### config.mk
export PLATFORM = sky130hd
export DESIGN_NAME = round_robin_adc_period_meter
export DESIGN_NICKNAME = d
export VERILOG_FILES = /design/src/rtl/rrapm_pkg.sv /design/src/rtl/round_robin_adc_period_meter.sv
export SDC_FILE = /design/constraint.sdc
export NUM_CORES = 1
export LEC_CHECK = 0
export BUFFER_PORTS_ARGS = -buffer_cell sky130_fd_sc_hd__buf_4
export CORE_MARGIN = 2
export CORE_UTILIZATION = 45
export DETAILED_ROUTE_END_ITERATION = 6
export PLACE_DENSITY = 0.6
export SYNTH_ARGS = -nofsm -noshare
export SYNTH_HDL_FRONTEND = slang
export SYNTH_SLANG_ARGS = --single-unit
### constraint.sdc
create_clock -name clk_i -period 5.4 [get_ports clk_i]
set_clock_uncertainty 0.15 [all_clocks]
set_input_delay 0.54 -clock clk_i [delete_from_list [all_inputs] [get_ports clk_i]]
set_output_delay 0.54 -clock clk_i [all_outputs]
set_load 0.02 [all_outputs]
### src/rtl/rrapm_pkg.sv
// shared constants for the round-robin adc period meter
// channel count, field widths, register indexes and reset values
// no dependencies
`default_nettype none

package rrapm_pkg;

  localparam int unsigned NUM_CHANNELS    = 8;
  localparam int unsigned MONITOR_CHANNEL = 3;

  // channel index width; at least one bit
  localparam int unsigned CH_W = (NUM_CHANNELS > 2) ? $clog2(NUM_CHANNELS) : 1;
  localparam bit          MON_EN = (MONITOR_CHANNEL < NUM_CHANNELS);

  localparam int unsigned SMP_W  = 12;
  localparam int unsigned TICK_W = 32;
  localparam int unsigned SCL_W  = 8;
  localparam int unsigned WORD_W = 16;
  localparam int unsigned CHO_W  = 3;
  localparam int unsigned CFGA_W = 2;
  localparam int unsigned CFGD_W = 12;

  // configuration register indexes
  localparam logic [CFGA_W-1:0] REG_THRESHOLD = 2'd0;
  localparam logic [CFGA_W-1:0] REG_SCALE     = 2'd1;
  localparam logic [CFGA_W-1:0] REG_RUN       = 2'd2;

  localparam logic [SMP_W-1:0] THRESHOLD_RST = 12'd2000;
  localparam logic [SCL_W-1:0] SCALE_RST     = 8'd26;

  // item kinds
  localparam logic KIND_TICK = 1'b0;
  localparam logic KIND_CONV = 1'b1;

endpackage

`default_nettype wire

### src/rtl/round_robin_adc_period_meter.sv
// round-robin adc sampler with per-channel falling-edge period measurement
// per-channel sample and edge-time stores are small synchronous memories
// depends on rrapm_pkg
`default_nettype none

// usage
// - input channel (in_valid_i / in_ready_o): one item per handshake, either a
//   timer tick (kind_i = 0) or a received conversion word (kind_i = 1, rx_word_i)
// - output channel (out_valid_o / out_ready_i): exactly one result item per
//   input item, in order
// - config channel (cfg_valid_i / cfg_ready_o): index 0 threshold, 1 period
//   scale, 2 run enable; always ready; the user must write only while the block
//   is idle; the block itself does not enforce it
// - path: memory read, edge detect and writeback, the 8-bit by 32-bit period
//   multiply in its own stage after the subtract, into the output register
// - throughput: one item per cycle while results are taken; the three stages
//   move independently so bubbles close up and the input keeps being taken
//   while a result waits
// - reset clears the tick counter, channel pointer, busy flag and the valid
//   bits of both stores, so every channel reads back as zero until written
// - when the receiver stalls, results pile up in the stages; once all three
//   are full in_ready_o drops until the output is taken
module round_robin_adc_period_meter (
  input  wire logic                          clk_i,
  input  wire logic                          rst_ni,
  // config write port
  input  wire logic                          cfg_valid_i,
  output logic                               cfg_ready_o,
  input  wire logic [rrapm_pkg::CFGA_W-1:0]  cfg_index_i,
  input  wire logic [rrapm_pkg::CFGD_W-1:0]  cfg_data_i,
  // input items
  input  wire logic                          in_valid_i,
  output logic                               in_ready_o,
  input  wire logic                          kind_i,
  input  wire logic [rrapm_pkg::WORD_W-1:0]  rx_word_i,
  // result items
  output logic                               out_valid_o,
  input  wire logic                          out_ready_i,
  output logic                               start_conversion_o,
  output logic [rrapm_pkg::CHO_W-1:0]        request_channel_o,
  output logic                               sample_valid_o,
  output logic [rrapm_pkg::CHO_W-1:0]        sample_channel_o,
  output logic [rrapm_pkg::SMP_W-1:0]        sample_value_o,
  output logic                               falling_edge_o,
  output logic [rrapm_pkg::TICK_W-1:0]       period_us_o,
  output logic                               monitor_high_o
);

  localparam int unsigned CH_W   = rrapm_pkg::CH_W;
  localparam int unsigned SMP_W  = rrapm_pkg::SMP_W;
  localparam int unsigned TICK_W = rrapm_pkg::TICK_W;
  localparam int unsigned SCL_W  = rrapm_pkg::SCL_W;
  localparam int unsigned CHO_W  = rrapm_pkg::CHO_W;
  localparam int unsigned NCH    = rrapm_pkg::NUM_CHANNELS;
  localparam logic [CH_W-1:0] LAST_CH = CH_W'(NCH - 1);
  localparam logic [CH_W-1:0] MON_CH  = CH_W'(rrapm_pkg::MONITOR_CHANNEL);

  // ---------------------------------------------------------------------------
  // configuration registers
  // ---------------------------------------------------------------------------
  logic [SMP_W-1:0] threshold_q;
  logic [SCL_W-1:0] scale_q;
  logic             run_q;

  assign cfg_ready_o = 1'b1;

  always_ff @(posedge clk_i or negedge rst_ni) begin
    if (!rst_ni) begin
      threshold_q <= rrapm_pkg::THRESHOLD_RST;
      scale_q     <= rrapm_pkg::SCALE_RST;
      run_q       <= 1'b1;
    end else if (cfg_valid_i) begin
      case (cfg_index_i)
        rrapm_pkg::REG_THRESHOLD: threshold_q <= cfg_data_i[SMP_W-1:0];
        rrapm_pkg::REG_SCALE:     scale_q     <= cfg_data_i[SCL_W-1:0];
        rrapm_pkg::REG_RUN:       run_q       <= cfg_data_i[0];
        default: ;
      endcase
    end
  end

  // ---------------------------------------------------------------------------
  // stage enables: each stage loads when it is empty or its contents move on
  // ---------------------------------------------------------------------------
  logic s1_valid_q, s2_valid_q, out_valid_q;
  logic out_en, s2_en, s1_en, in_acc;

  assign out_en     = !out_valid_q || out_ready_i;
  assign s2_en      = !s2_valid_q || out_en;
  assign s1_en      = !s1_valid_q || s2_en;
  assign in_ready_o = s1_en;
  assign in_acc     = in_valid_i && s1_en;

  // ---------------------------------------------------------------------------
  // stage 0: tick counter, busy flag and channel pointer update on acceptance
  // ---------------------------------------------------------------------------
  logic [TICK_W-1:0] tick_q;
  logic [CH_W-1:0]   ptr_q;
  logic              busy_q;
  logic              is_conv, is_tick_run, start_req;
  logic [CH_W-1:0]   prev_ch;
  logic [TICK_W-1:0] tick_d;

  assign is_conv     = (kind_i == rrapm_pkg::KIND_CONV);
  assign is_tick_run = (kind_i == rrapm_pkg::KIND_TICK) && run_q;
  assign start_req   = is_tick_run && !busy_q;
  // the converter answers one command late: credit the channel before the pointer
  assign prev_ch     = (ptr_q == '0) ? LAST_CH : (ptr_q - CH_W'(1));
  assign tick_d      = is_tick_run ? (tick_q + TICK_W'(1)) : tick_q;

  always_ff @(posedge clk_i or negedge rst_ni) begin
    if (!rst_ni) begin
      tick_q <= '0;
      ptr_q  <= '0;
      busy_q <= 1'b0;
    end else if (in_acc) begin
      tick_q <= tick_d;
      if (is_conv) begin
        busy_q <= 1'b0;
        ptr_q  <= (ptr_q == LAST_CH) ? '0 : (ptr_q + CH_W'(1));
      end else if (start_req) begin
        busy_q <= 1'b1;
      end
    end
  end

  // ---------------------------------------------------------------------------
  // per-channel stores, read at acceptance and written back as stage 1 leaves
  // consecutive conversions always hit neighbouring channels, so a read never
  // meets a pending write to the same entry
  // ---------------------------------------------------------------------------
  logic [SMP_W-1:0]  smp_mem [NCH];
  logic [TICK_W-1:0] edg_mem [NCH];
  logic [NCH-1:0]    smp_vld_q, edg_vld_q;
  logic [SMP_W-1:0]  smp_rd_q;
  logic [TICK_W-1:0] edg_rd_q;
  logic              smp_rd_vld_q, edg_rd_vld_q;

  // stage 1 payload
  logic              s1_conv_q, s1_start_q;
  logic [CHO_W-1:0]  s1_req_q;
  logic [CH_W-1:0]   s1_idx_q;
  logic [SMP_W-1:0]  s1_smp_q;
  logic [TICK_W-1:0] s1_tick_q;

  logic              s1_leave, smp_we, edg_we;
  logic [SMP_W-1:0]  prev_smp, mon_smp_q, mon_smp_d;
  logic [TICK_W-1:0] last_edge, tick_diff;
  logic              prev_high, cur_high, s1_fall, s1_mon;

  assign s1_leave  = s1_valid_q && s2_en;
  assign prev_smp  = smp_rd_vld_q ? smp_rd_q : '0;
  assign last_edge = edg_rd_vld_q ? edg_rd_q : '0;
  assign prev_high = prev_smp > threshold_q;
  assign cur_high  = s1_smp_q > threshold_q;
  assign s1_fall   = s1_conv_q && prev_high && !cur_high;
  assign tick_diff = s1_tick_q - last_edge;
  assign smp_we    = s1_leave && s1_conv_q;
  assign edg_we    = s1_leave && s1_fall;

  // monitor flag reflects the store after this item's update
  assign mon_smp_d = (s1_conv_q && (s1_idx_q == MON_CH)) ? s1_smp_q : mon_smp_q;
  assign s1_mon    = rrapm_pkg::MON_EN && (mon_smp_d > threshold_q);

  always_ff @(posedge clk_i) begin
    if (in_acc) begin
      smp_rd_q <= smp_mem[prev_ch];
      edg_rd_q <= edg_mem[prev_ch];
    end
    if (smp_we) begin
      smp_mem[s1_idx_q] <= s1_smp_q;
    end
    if (edg_we) begin
      edg_mem[s1_idx_q] <= s1_tick_q;
    end
  end

  always_ff @(posedge clk_i or negedge rst_ni) begin
    if (!rst_ni) begin
      smp_vld_q    <= '0;
      edg_vld_q    <= '0;
      smp_rd_vld_q <= 1'b0;
      edg_rd_vld_q <= 1'b0;
      mon_smp_q    <= '0;
    end else begin
      if (in_acc) begin
        smp_rd_vld_q <= smp_vld_q[prev_ch];
        edg_rd_vld_q <= edg_vld_q[prev_ch];
      end
      if (smp_we) begin
        smp_vld_q[s1_idx_q] <= 1'b1;
      end
      if (edg_we) begin
        edg_vld_q[s1_idx_q] <= 1'b1;
      end
      if (s1_leave) begin
        mon_smp_q <= mon_smp_d;
      end
    end
  end

  always_ff @(posedge clk_i) begin
    if (in_acc) begin
      s1_conv_q  <= is_conv;
      s1_start_q <= start_req;
      s1_req_q   <= start_req ? CHO_W'(ptr_q) : '0;
      s1_idx_q   <= prev_ch;
      s1_smp_q   <= rx_word_i[rrapm_pkg::WORD_W-1:4];
      s1_tick_q  <= tick_q;
    end
  end

  // ---------------------------------------------------------------------------
  // stage 2: edge result and raw period, then scaling into the output register
  // ---------------------------------------------------------------------------
  logic              s2_start_q, s2_conv_q, s2_fall_q, s2_mon_q;
  logic [CHO_W-1:0]  s2_req_q, s2_ch_q;
  logic [SMP_W-1:0]  s2_smp_q;
  logic [TICK_W-1:0] s2_diff_q, period;

  always_ff @(posedge clk_i) begin
    if (s1_leave) begin
      s2_start_q <= s1_start_q;
      s2_req_q   <= s1_req_q;
      s2_conv_q  <= s1_conv_q;
      s2_ch_q    <= s1_conv_q ? CHO_W'(s1_idx_q) : '0;
      s2_smp_q   <= s1_conv_q ? s1_smp_q : '0;
      s2_fall_q  <= s1_fall;
      s2_diff_q  <= tick_diff;
      s2_mon_q   <= s1_mon;
    end
  end

  // wraps at 32 bits
  assign period = s2_diff_q * TICK_W'(scale_q);

  logic              o_start_q, o_conv_q, o_fall_q, o_mon_q;
  logic [CHO_W-1:0]  o_req_q, o_ch_q;
  logic [SMP_W-1:0]  o_smp_q;
  logic [TICK_W-1:0] o_period_q;

  always_ff @(posedge clk_i) begin
    if (s2_valid_q && out_en) begin
      o_start_q  <= s2_start_q;
      o_req_q    <= s2_req_q;
      o_conv_q   <= s2_conv_q;
      o_ch_q     <= s2_ch_q;
      o_smp_q    <= s2_smp_q;
      o_fall_q   <= s2_fall_q;
      o_period_q <= s2_fall_q ? period : '0;
      o_mon_q    <= s2_mon_q;
    end
  end

  always_ff @(posedge clk_i or negedge rst_ni) begin
    if (!rst_ni) begin
      s1_valid_q  <= 1'b0;
      s2_valid_q  <= 1'b0;
      out_valid_q <= 1'b0;
    end else begin
      if (s1_en) begin
        s1_valid_q <= in_valid_i;
      end
      if (s2_en) begin
        s2_valid_q <= s1_valid_q;
      end
      if (out_en) begin
        out_valid_q <= s2_valid_q;
      end
    end
  end

  assign out_valid_o        = out_valid_q;
  assign start_conversion_o = o_start_q;
  assign request_channel_o  = o_req_q;
  assign sample_valid_o     = o_conv_q;
  assign sample_channel_o   = o_ch_q;
  assign sample_value_o     = o_smp_q;
  assign falling_edge_o     = o_fall_q;
  assign period_us_o        = o_period_q;
  assign monitor_high_o     = o_mon_q;

endmodule

`default_nettype wire
Yosys cells after proc, flatten, opt, wreduce, memory -nomap -nowiden

Memory sizes are Yosys's and may differ from the RTL's. A register that Yosys moved wholly into a read port is not among the register bits.
Index checks and enable logic that the tools add are counted.

Flip-flop bits (word level): 250
Latch bits: 0
Memory bits (writable): 352
Bits in read-only memories: 0
Bits of input ports: 36
Output and inout port bits: 57
Word-level logic and storage cells: 101
Memories: 2

Memory list:

| memory  | depth | width | rd ports | clocked after Yosys merged registers in | wr ports | RTL line                            | text |
|---|---|---|---|---|---|---|---|
| edg_mem | 8     | 32    | 1        | 1                                       | 1        | round_robin_adc_period_meter.sv:133 | `logic [TICK_W-1:0] edg_mem [NCH];` |
| smp_mem | 8     | 12    | 1        | 1                                       | 1        | round_robin_adc_period_meter.sv:132 | `logic [SMP_W-1:0] smp_mem [NCH];` |

Add/sub/neg operators: 4
Multiply operators: 1
Divide/modulo/power cells: 0
$lt $le $gt $ge: 6
Eq/ne operators: 4
Shifts and indexed selects: 0
Mux-type cells: 17
Bitwise logic cells: 3
Reduce and logical (&&, ||, !) cells: 28

Operators by type and width:

| operator                                            | number |
|---|---|
| > comparator 12 bit                                 | 3 |
| adder 32 x 1 -> 32 bit, second input constant       | 1 |
| multiplier 32 x 8 -> 32 bit                         | 1 |
| 2-to-1 mux 32 bit                                   | 1 |
| subtractor 32 bit                                   | 1 |
| 2-to-1 mux 12 bit                                   | 2 |
| OR 8 bit                                            | 2 |
| AND reduction 2 bit                                 | 6 |
| logical AND 1 bit                                   | 11 |
| 2-to-1 mux 1 bit                                    | 9 |
| < comparator 3 x 4 -> 1 bit, second input constant  | 2 |
| binary-select mux 1 bit (select 3 bit)              | 2 |
| 2-to-1 mux 3 bit                                    | 2 |
| logical NOT 1 bit                                   | 5 |
| adder 3 x 1 -> 3 bit, second input constant         | 1 |
| demux 1 bit (select 3 bit)                          | 1 |
| == test 3 x 2 -> 1 bit, second input constant       | 1 |
| == test 3 bit, second input constant                | 1 |
| >= comparator 3 x 1 -> 1 bit, second input constant | 1 |
| logical NOT 3 bit                                   | 1 |
| logical OR 1 bit                                    | 3 |
| subtractor 3 x 1 -> 3 bit, second input constant    | 1 |
| == test 2 x 1 -> 1 bit, second input constant       | 1 |
| == test 2 bit, second input constant                | 1 |
| other kinds (3)                                     | 3 |

Depth between registers and ports, before layout

Gate-level depths: netlist (run 1).

Word-level depth: 7
Depth in mapped cells: 20

Least setup slack after synthesis (run 1)

OpenSTA, ideal clock, no wires.

Kind: reg-to-reg
Start: reg scale_q[4]
End: reg o_period_q[30], in the netlist period_us_o[30], data pin
Setup time: 0.269 ns
Arrival time: 4.886 ns
Data required time: 4.981 ns
Slack: 0.095 ns
Cell stages (with the launch flop): 19
Cell sequence: dfstp_2 -> clkbuf_1 -> clkbuf_1 -> and2_1 -> fa_1 -> fa_1 -> fa_1 -> inv_1 -> fa_1 -> inv_1 -> ha_1 -> a211oi_1 -> nor2_1 -> o41ai_1 -> nand3_1 -> a41oi_1 -> a31oi_1 -> o41ai_1 -> mux2i_1

Longest elaborated chain between the ends: 1

Ends and longest elaborated chain:

| item                        | RTL line                            | text |
|---|---|---|
| start: declaration          | round_robin_adc_period_meter.sv:62  | `logic [SCL_W-1:0] scale_q;` |
| start signal: assignment    | round_robin_adc_period_meter.sv:70  | `scale_q <= rrapm_pkg::SCALE_RST;` |
| start signal: assignment    | round_robin_adc_period_meter.sv:75  | `rrapm_pkg::REG_SCALE: scale_q <= cfg_data_i[SCL_W-1:0];` |
| multiplier 32 x 8 -> 32 bit | round_robin_adc_period_meter.sv:235 | `assign period = s2_diff_q * TICK_W'(scale_q);` |
| end signal: assignment      | round_robin_adc_period_meter.sv:250 | `o_period_q <= s2_fall_q ? period : '0;` |
| end: declaration            | round_robin_adc_period_meter.sv:240 | `logic [TICK_W-1:0] o_period_q;` |

No other way between the ends.
A chain may end at the register's enable or synchronous reset.

Final worst setup path (run 1)

Start: reg scale_q[3]
End: reg o_period_q[31], in the netlist period_us_o[31], data pin

Same word-level chain as after synthesis.

==> summary.md, run 1 <==
| Metric | Value |
|---|---|
| Mapped cell area | `0.0329 mm²` |
| MaxCap Viol Count | `0` |
| Vias in the first global route | `19600` |
| Flop2flop setup slack | `0.25 ns` |
| Worst Path Arrival | `5.44 ns` |
| Die ar. | `0.0753 mm²` |
| Final Setup Violations | `0` |
| Crit Path Max Fanout | `9` |
| Worst path top cell family by delay | `adder cells` |
| Critical-path cell list | `buf_4 > buf_4 > and2_1 > fa_1 > fa_1 > fa_1 > fa_1 > ha_1 > and4_1 > and3_1 > nand2_1 > o2111ai_1 > a31oi_1 > or3_1 > a21oi_1` |
| Worst slew pin tran | `1.01 ns` |
| DR vias | `19000` |
| Clock Path Buffers | `3` |
| DRC viols | `0` |
| Register area share after synthesis | `57.6%` |
| CP peak stage delay | `0.60 ns` |
| Routability cong. | `0.853` |
| H-Tree Depth | `3` |
| Non-Filler Instances | `3586` |
| Port buffer count | `87` |
| Tmin final | `5.15 ns` |
| Post-DRT Antenna Nets | `0` |
| Count of cell types in the netlist | `82` |
| Total core area | `0.0727 mm²` |
| Final wirelength | `71500 µm` |
| TritonRoute pass-1 iters | `6` |
| Synth area leader | `edfxtp_1` |
| Setup_tns | `0 ns` |
| Post-Syn Area per Cell | `13.9 µm²` |
| Total Routing Usage GR | `19.3%` |
| Post-synth net total | `2678` |
| CP Capture Type | `flip-flop` |
| Critical path type | `flip-flop to flip-flop` |
| Most frequent CP cell | `fa_1` |
| Share of the synthesized area in the top cell type | `50.7%` |
| Warnings from Yosys | `0` |
| Worst path buffer plus inverter count | `2` |
| Count of pins over their slew limit | `0` |
| Num ports | `93` |
| Fin worst setup slack | `0.249 ns` |
| Final Net Count | `2876` |
| Post-Synthesis Cells | `2373` |
| FF+latch count, synth | `646` |
| Die Y | `274 µm` |
| TritonCTS Buffers | `69` |
| Antenna violations before repair | `1` |
| Clk_lat worst skew | `0.61 ns` |
| Pin count of the biggest net entering global routing | `63` |
| FP Rows | `99` |
| Top FF cell, synth | `edfxtp_1` |
| CTS clock-pin slew for the worst setup and hold paths | `0.06 ns` |
| Drt first-iter violations | `1736` |
| Outcome | `complete, no violations` |
| Tcrit/Tclk final | `95.4%` |
| Global-route wire length before repair | `112000 µm` |
| Final hold vios | `0` |
| Synth top area cells | `edfxtp_1, fa_1, mux4_2` |
| Die Width | `274 µm` |
| Grt total ovfl | `0` |
| Pre-CTS WS | `-0.0316 ns` |
| Syn-to-layout area delta | `15.1%` |
| Max Freq | `194 MHz` |
| Worst Path Required | `5.69 ns` |
| EDFF count, synth | `556` |
| Share of cells above drive strength 1 | `17.8%` |
| Post-Route Utilization | `52.1%` |
| CTS tree | `built` |
| DR vias/cell | `5.29` |
| Hold WC Path Type | `primary input to flip-flop` |
| Wire per inst | `20.0 µm` |
| Clock sinks | `646` |
| N_diodes | `0` |
| Slowest cell on crit path | `dfstp_2` |
| Critical Path Start Type | `flip-flop` |
| Initial core utilization | `45.3%` |
| Post-Place Cells | `3431` |
| Post-synth ARST share | `13.9%` |
| Rel. slew slack | `32.5%` |
| Detail Placement HPWL | `47700 µm` |
| CTS Root Cell | `clkbuf_16` |
[final timing paths]
check | startpoint | to | cells past startpoint
max | scale_q[3] | period_us_o[31] | 15
min | cfg_data_i[3] | threshold_q[3] | 3
max reg2reg | scale_q[3] | period_us_o[31] | 15
min reg2reg | s2_ch_q[2] | sample_channel_o[2] | 0
max in group asynchronous | rst_ni | threshold_q[0] | 3
min in group asynchronous | rst_ni | ptr_q[2] | 2
[worst min-delay path, cell delays in order]
cell	delay [ns]
buf_4	0.12
nand2_1	0.05
o21ai_0	0.06
[sequential cells by signal (all words and copies together) (netlist names), 8 cells and up]
name and cells:
edg_mem 256, smp_mem 96, edg_rd_q 32, period_us_o 32
s1_tick_q 32, s2_diff_q 32, tick_q 32, mon_smp_q 12
s1_smp_q 12, s2_smp_q 12, sample_value_o 12, smp_rd_q 12
threshold_q 12, edg_vld_q 8, scale_q 8, smp_vld_q 8
[cell usage in the layout, fill, tap and decap left out, types with 65 or more instances in the layout]
master / instances
nor2_1: 66
mux4_2: 92
nand2_1: 337
and2_1: 189
xnor2_1: 65
clkbuf_16: 71
buf_4: 176
fa_1: 157
inv_1: 189
ha_1: 110
edfxtp_1: 556
dfrtp_1: 80
[routing by layer]
layer  track usage, %  wire (µm)
met1             28.1      33300
met2             30.3      32900
met3             3.25       3840
met4             5.29       1490
met5                0         13
[cell type report]
| cell class | instances | area, µm² |
|---|---|---|
| clock buffers | 93 | 1870 |
| clock inverters | 34 | 373 |
| fillers | 6002 | 34800 |
| inverters | 192 | 728 |
| multi-input cells | 1458 | 13100 |
| flip-flops and latches | 646 | 19000 |
| well taps | 959 | 1200 |
| repair buffers | 204 | 1650 |
[what timing repair did]
item,in CTS,in global routing
pin swaps,0,10
resized for setup,1,23
setup endpoints to repair,2,11
endpoints found under the hold margin,62,0
cloned,0,0
hold buffers,23,0
setup buffers,2,3
[synth_stat cells, types with 4 or more instances]
cell / count
a211oi_1: 5
a21boi_0: 5
a21o_1: 24
a21oi_1: 51
a31oi_1: 7
and2_1: 190
and3_1: 11
and4_1: 8
buf_1: 9
buf_2: 9
clkbuf_1: 56
dfrtp_1: 80
dfstp_2: 10
edfxtp_1: 556
fa_1: 157
ha_1: 112
inv_1: 189
mux2_2: 22
mux2i_1: 5
mux4_2: 92
nand2_1: 337
nand2b_1: 22
nand3_1: 30
nand3b_1: 6
nand4_1: 18
nor2_1: 73
nor2b_1: 14
nor3_1: 25
nor3b_1: 4
o2111ai_1: 4
o211ai_1: 5
o21a_1: 10
o21ai_0: 47
o21bai_1: 10
o31ai_1: 6
or2_2: 13
or3_1: 6
xnor2_1: 65
xor2_1: 20
[metrics by stage]
stage | hold slack [ns] | area [µm²]
finish | 0.0426 | 37900
global route | 0.0264 | 37900
CTS | 0.0115 | 37800
detailed placement | 0.255 | 35300
global placement | 0.251 | 35300
floorplan | 0.0944 | 32900
[cell families after synthesis]
kind of cell / after synthesis / synth area share [%]
flops: 646 / 57.6
xor+xnor: 85 / 2.26
simple gates: 769 / 11.5
mux: 119 / 7.20
fa+ha+maj: 269 / 13.8
compound gates: 215 / 4.44
other cells: 1 / 0.0114
buf+inv: 269 / 3.16
Power of run 1 is not shown: default switching activity piles up to over one toggle a cycle in this logic, so the estimate is an artifact.
==> run 2: changes to the inputs <==
--- a/config.mk
+++ b/config.mk
@@ -6,6 +6,7 @@
 export NUM_CORES = 1
 export LEC_CHECK = 0
 export BUFFER_PORTS_ARGS = -buffer_cell sky130_fd_sc_hd__buf_4
+export CORE_ASPECT_RATIO = 1.5
 export CORE_MARGIN = 2
 export CORE_UTILIZATION = 45
 export DETAILED_ROUTE_END_ITERATION = 6
==> run 2 against run 1 <==
Against the previous run: flip-flop and latch count did not move; maximum frequency fell by 1.4%; largest cell class unchanged; critical path type unchanged; first-iteration DRC count fell by 35%; design area fell by 0.32%.
==> summary.md, run 2 (synthesized netlist as in run 1, its figures left out) <==
| Metric | Value |
|---|---|
| Post-DRT Antenna Nets | `0 (unchanged)` |
| Total core area | `0.0725 mm² (was 0.0727 mm²)` |
| Sequential Area | `0.0190 mm² (about the same)` |
| Wire per inst | `20.2 µm (was 20.0 µm)` |
| TritonRoute pass-1 iters | `4 (was 6)` |
| Count of pins over their slew limit | `0 (unchanged)` |
| Tcrit/Tclk final | `96.8% (was 95.4%)` |
| Initial core utilization | `45.4% (was 45.3%)` |
| Num ports | `93 (unchanged)` |
| TritonCTS Buffers | `58 (was 69)` |
| Drt first-iter violations | `1135 (was 1736)` |
| DR vias | `19000 (about the same)` |
| Tmin final | `5.23 ns (was 5.15 ns)` |
| Grt total ovfl | `0 (unchanged)` |
| Hold Path Depth | `2 (was 3)` |
| Clock sinks | `646 (unchanged)` |
| H-Tree Depth | `2 (was 3)` |
| Antenna violations before repair | `0 (was 1)` |
| Die Width | `225 µm (was 274 µm)` |
| Non-Filler Instances | `3542 (was 3586)` |
| Routability cong. | `0.861 (was 0.853)` |
| RSZ-0062 raised after global routing | `yes` |
| R2R cell count | `19 (was 15)` |
| Crit Path Max Fanout | `8 (was 9)` |
| Total Routing Usage GR | `19.5% (was 19.3%)` |
| Port buffer count | `87 (unchanged)` |
| Vias in the first global route | `20300 (was 19600)` |
| Rel. slew slack | `25.5% (was 32.5%)` |
| N_diodes | `0 (unchanged)` |
| FP Rows | `121 (was 99)` |
| Clock Path Buffers | `3 (unchanged)` |
| Largest registers | `edg_mem (256), smp_mem (96) (unchanged)` |
| Pin count of the biggest net entering global routing | `61 (was 63)` |
| # fillers | `6011 (was 6002)` |
| Commonest non-fill, non-tap cells in the layout | `edfxtp_1, nand2_1, and2_1, inv_1, buf_4 (unchanged)` |
| Outcome | `complete, no violations (unchanged)` |
| Clk_lat worst skew | `0.67 ns (was 0.61 ns)` |
| Syn-to-layout area delta | `14.8% (was 15.1%)` |
| Max FFs per register | `256 (unchanged)` |
| Global-route wire length before repair | `113000 µm (was 112000 µm)` |
| Worst slew pin tran | `1.12 ns (was 1.01 ns)` |
| Max Freq | `191 MHz (was 194 MHz)` |
| Die ar. | `0.0754 mm² (was 0.0753 mm²)` |
| Worst Path Arrival | `5.44 ns (about the same)` |
| Detail Placement HPWL | `49200 µm (was 47700 µm)` |
| Final Setup Violations | `0 (unchanged)` |
| CP Capture Type | `flip-flop (unchanged)` |
| Post-Place Cells | `3402 (was 3431)` |
| Critical path type | `flip-flop to flip-flop (unchanged)` |
| Die Y | `335 µm (was 274 µm)` |
| CTS tree | `built (unchanged)` |
| Critical Path Start Type | `flip-flop (unchanged)` |
| Multi-input combinational cell area | `0.0132 mm² (was 0.0131 mm²)` |
| Commonest non-fill, non-tap cell in the layout | `edfxtp_1 (unchanged)` |
| CTS clock-pin slew for the worst setup and hold paths | `0.07 ns (was 0.06 ns)` |
| CTS Root Cell | `clkbuf_16 (unchanged)` |
| Hold WC Path Type | `primary input to flip-flop (unchanged)` |
| Final wirelength | `71600 µm (was 71500 µm)` |
| Worst Path Required | `5.61 ns (was 5.69 ns)` |
| MaxCap Viol Count | `0 (unchanged)` |
| Share of cells above drive strength 1 | `18.1% (was 17.8%)` |
| Biggest register | `edg_mem (unchanged)` |
| DRC viols | `0 (unchanged)` |
| Final Net Count | `2875 (was 2876)` |
| DR vias/cell | `5.36 (was 5.29)` |
| Final hold vios | `0 (unchanged)` |
==> run 2: stage by stage <==
step	area, µm²	hold WS (ns)	setup slack, ns	utilization, %	TNS, ns
floorplan	32900	0.0944	0.0949	-	0
global placement	35300	0.254	-0.191	48.7	-0.212
detailed placement	35300	0.256	-0.180	48.7	-0.305
CTS	37600	0.00392	0.0321	51.9	0
global route	37800	0.0141	-0.0396	52.1	-0.0900
finish	37800	0.0377	0.174	52.1	0
==> run 2: layer usage <==
layer / track usage [%] / up-vias / share of wire [%]
met5: 0 / - / 0
met4: 5.81 / 0 / 2.5
met3: 2.14 / 101 / 3.4
met2: 35.8 / 359 / 53
met1: 24.1 / 9724 / 41
li1: - / 8788 / -
==> run 2: critical path: stages (launching register included) <==
cell and delay, ns:
dfstp_2 0.64, buf_12 0.15, and2_1 0.15, fa_1 0.45
fa_1 0.51, fa_1 0.49, inv_1 0.05, fa_1 0.47
inv_1 0.04, ha_1 0.28, buf_4 0.17, a21o_1 0.20
a31oi_4 0.19, a21oi_4 0.09, a21oi_1 0.17, buf_4 0.16
o2111ai_4 0.16, a31oi_2 0.24, or3_1 0.13, a21oi_1 0.06
==> run 2: layout make-up <==
class	instances	share of cell area [%]
Inverter	192	1.93
Sequential cell	646	50.2
Clock buffer	68	4.02
Timing Repair Buffer	214	4.66
Clock inverter	42	1.32
Tap cell	922	3.05
Multi-Input combinational cell	1458	34.8
==> run 2: path summary, 6_finish.rpt <==
path | slack, ns | to | from
worst max-delay path | 0.17 | period_us_o[31] | scale_q[3]
worst min-delay path | 0.04 | scale_q[0] | cfg_data_i[0]
worst max register to register | 0.17 | period_us_o[31] | scale_q[3]
worst min register to register | 0.27 | sample_channel_o[0] | s2_ch_q[0]
max in group asynchronous | 3.58 | scale_q[2] | rst_ni
min in group asynchronous | 0.30 | s1_valid_q | rst_ni
==> run 2: repair_timing <==
item | CTS | global route
setup endpoints to repair | 5 | 12
setup buffers | 1 | 3
gates resized for setup | 2 | 29
pin swaps | 0 | 15
hold endpoints to repair | 64 | 0
hold buffers | 26 | 0
Power of run 2 is left out for the same reason.
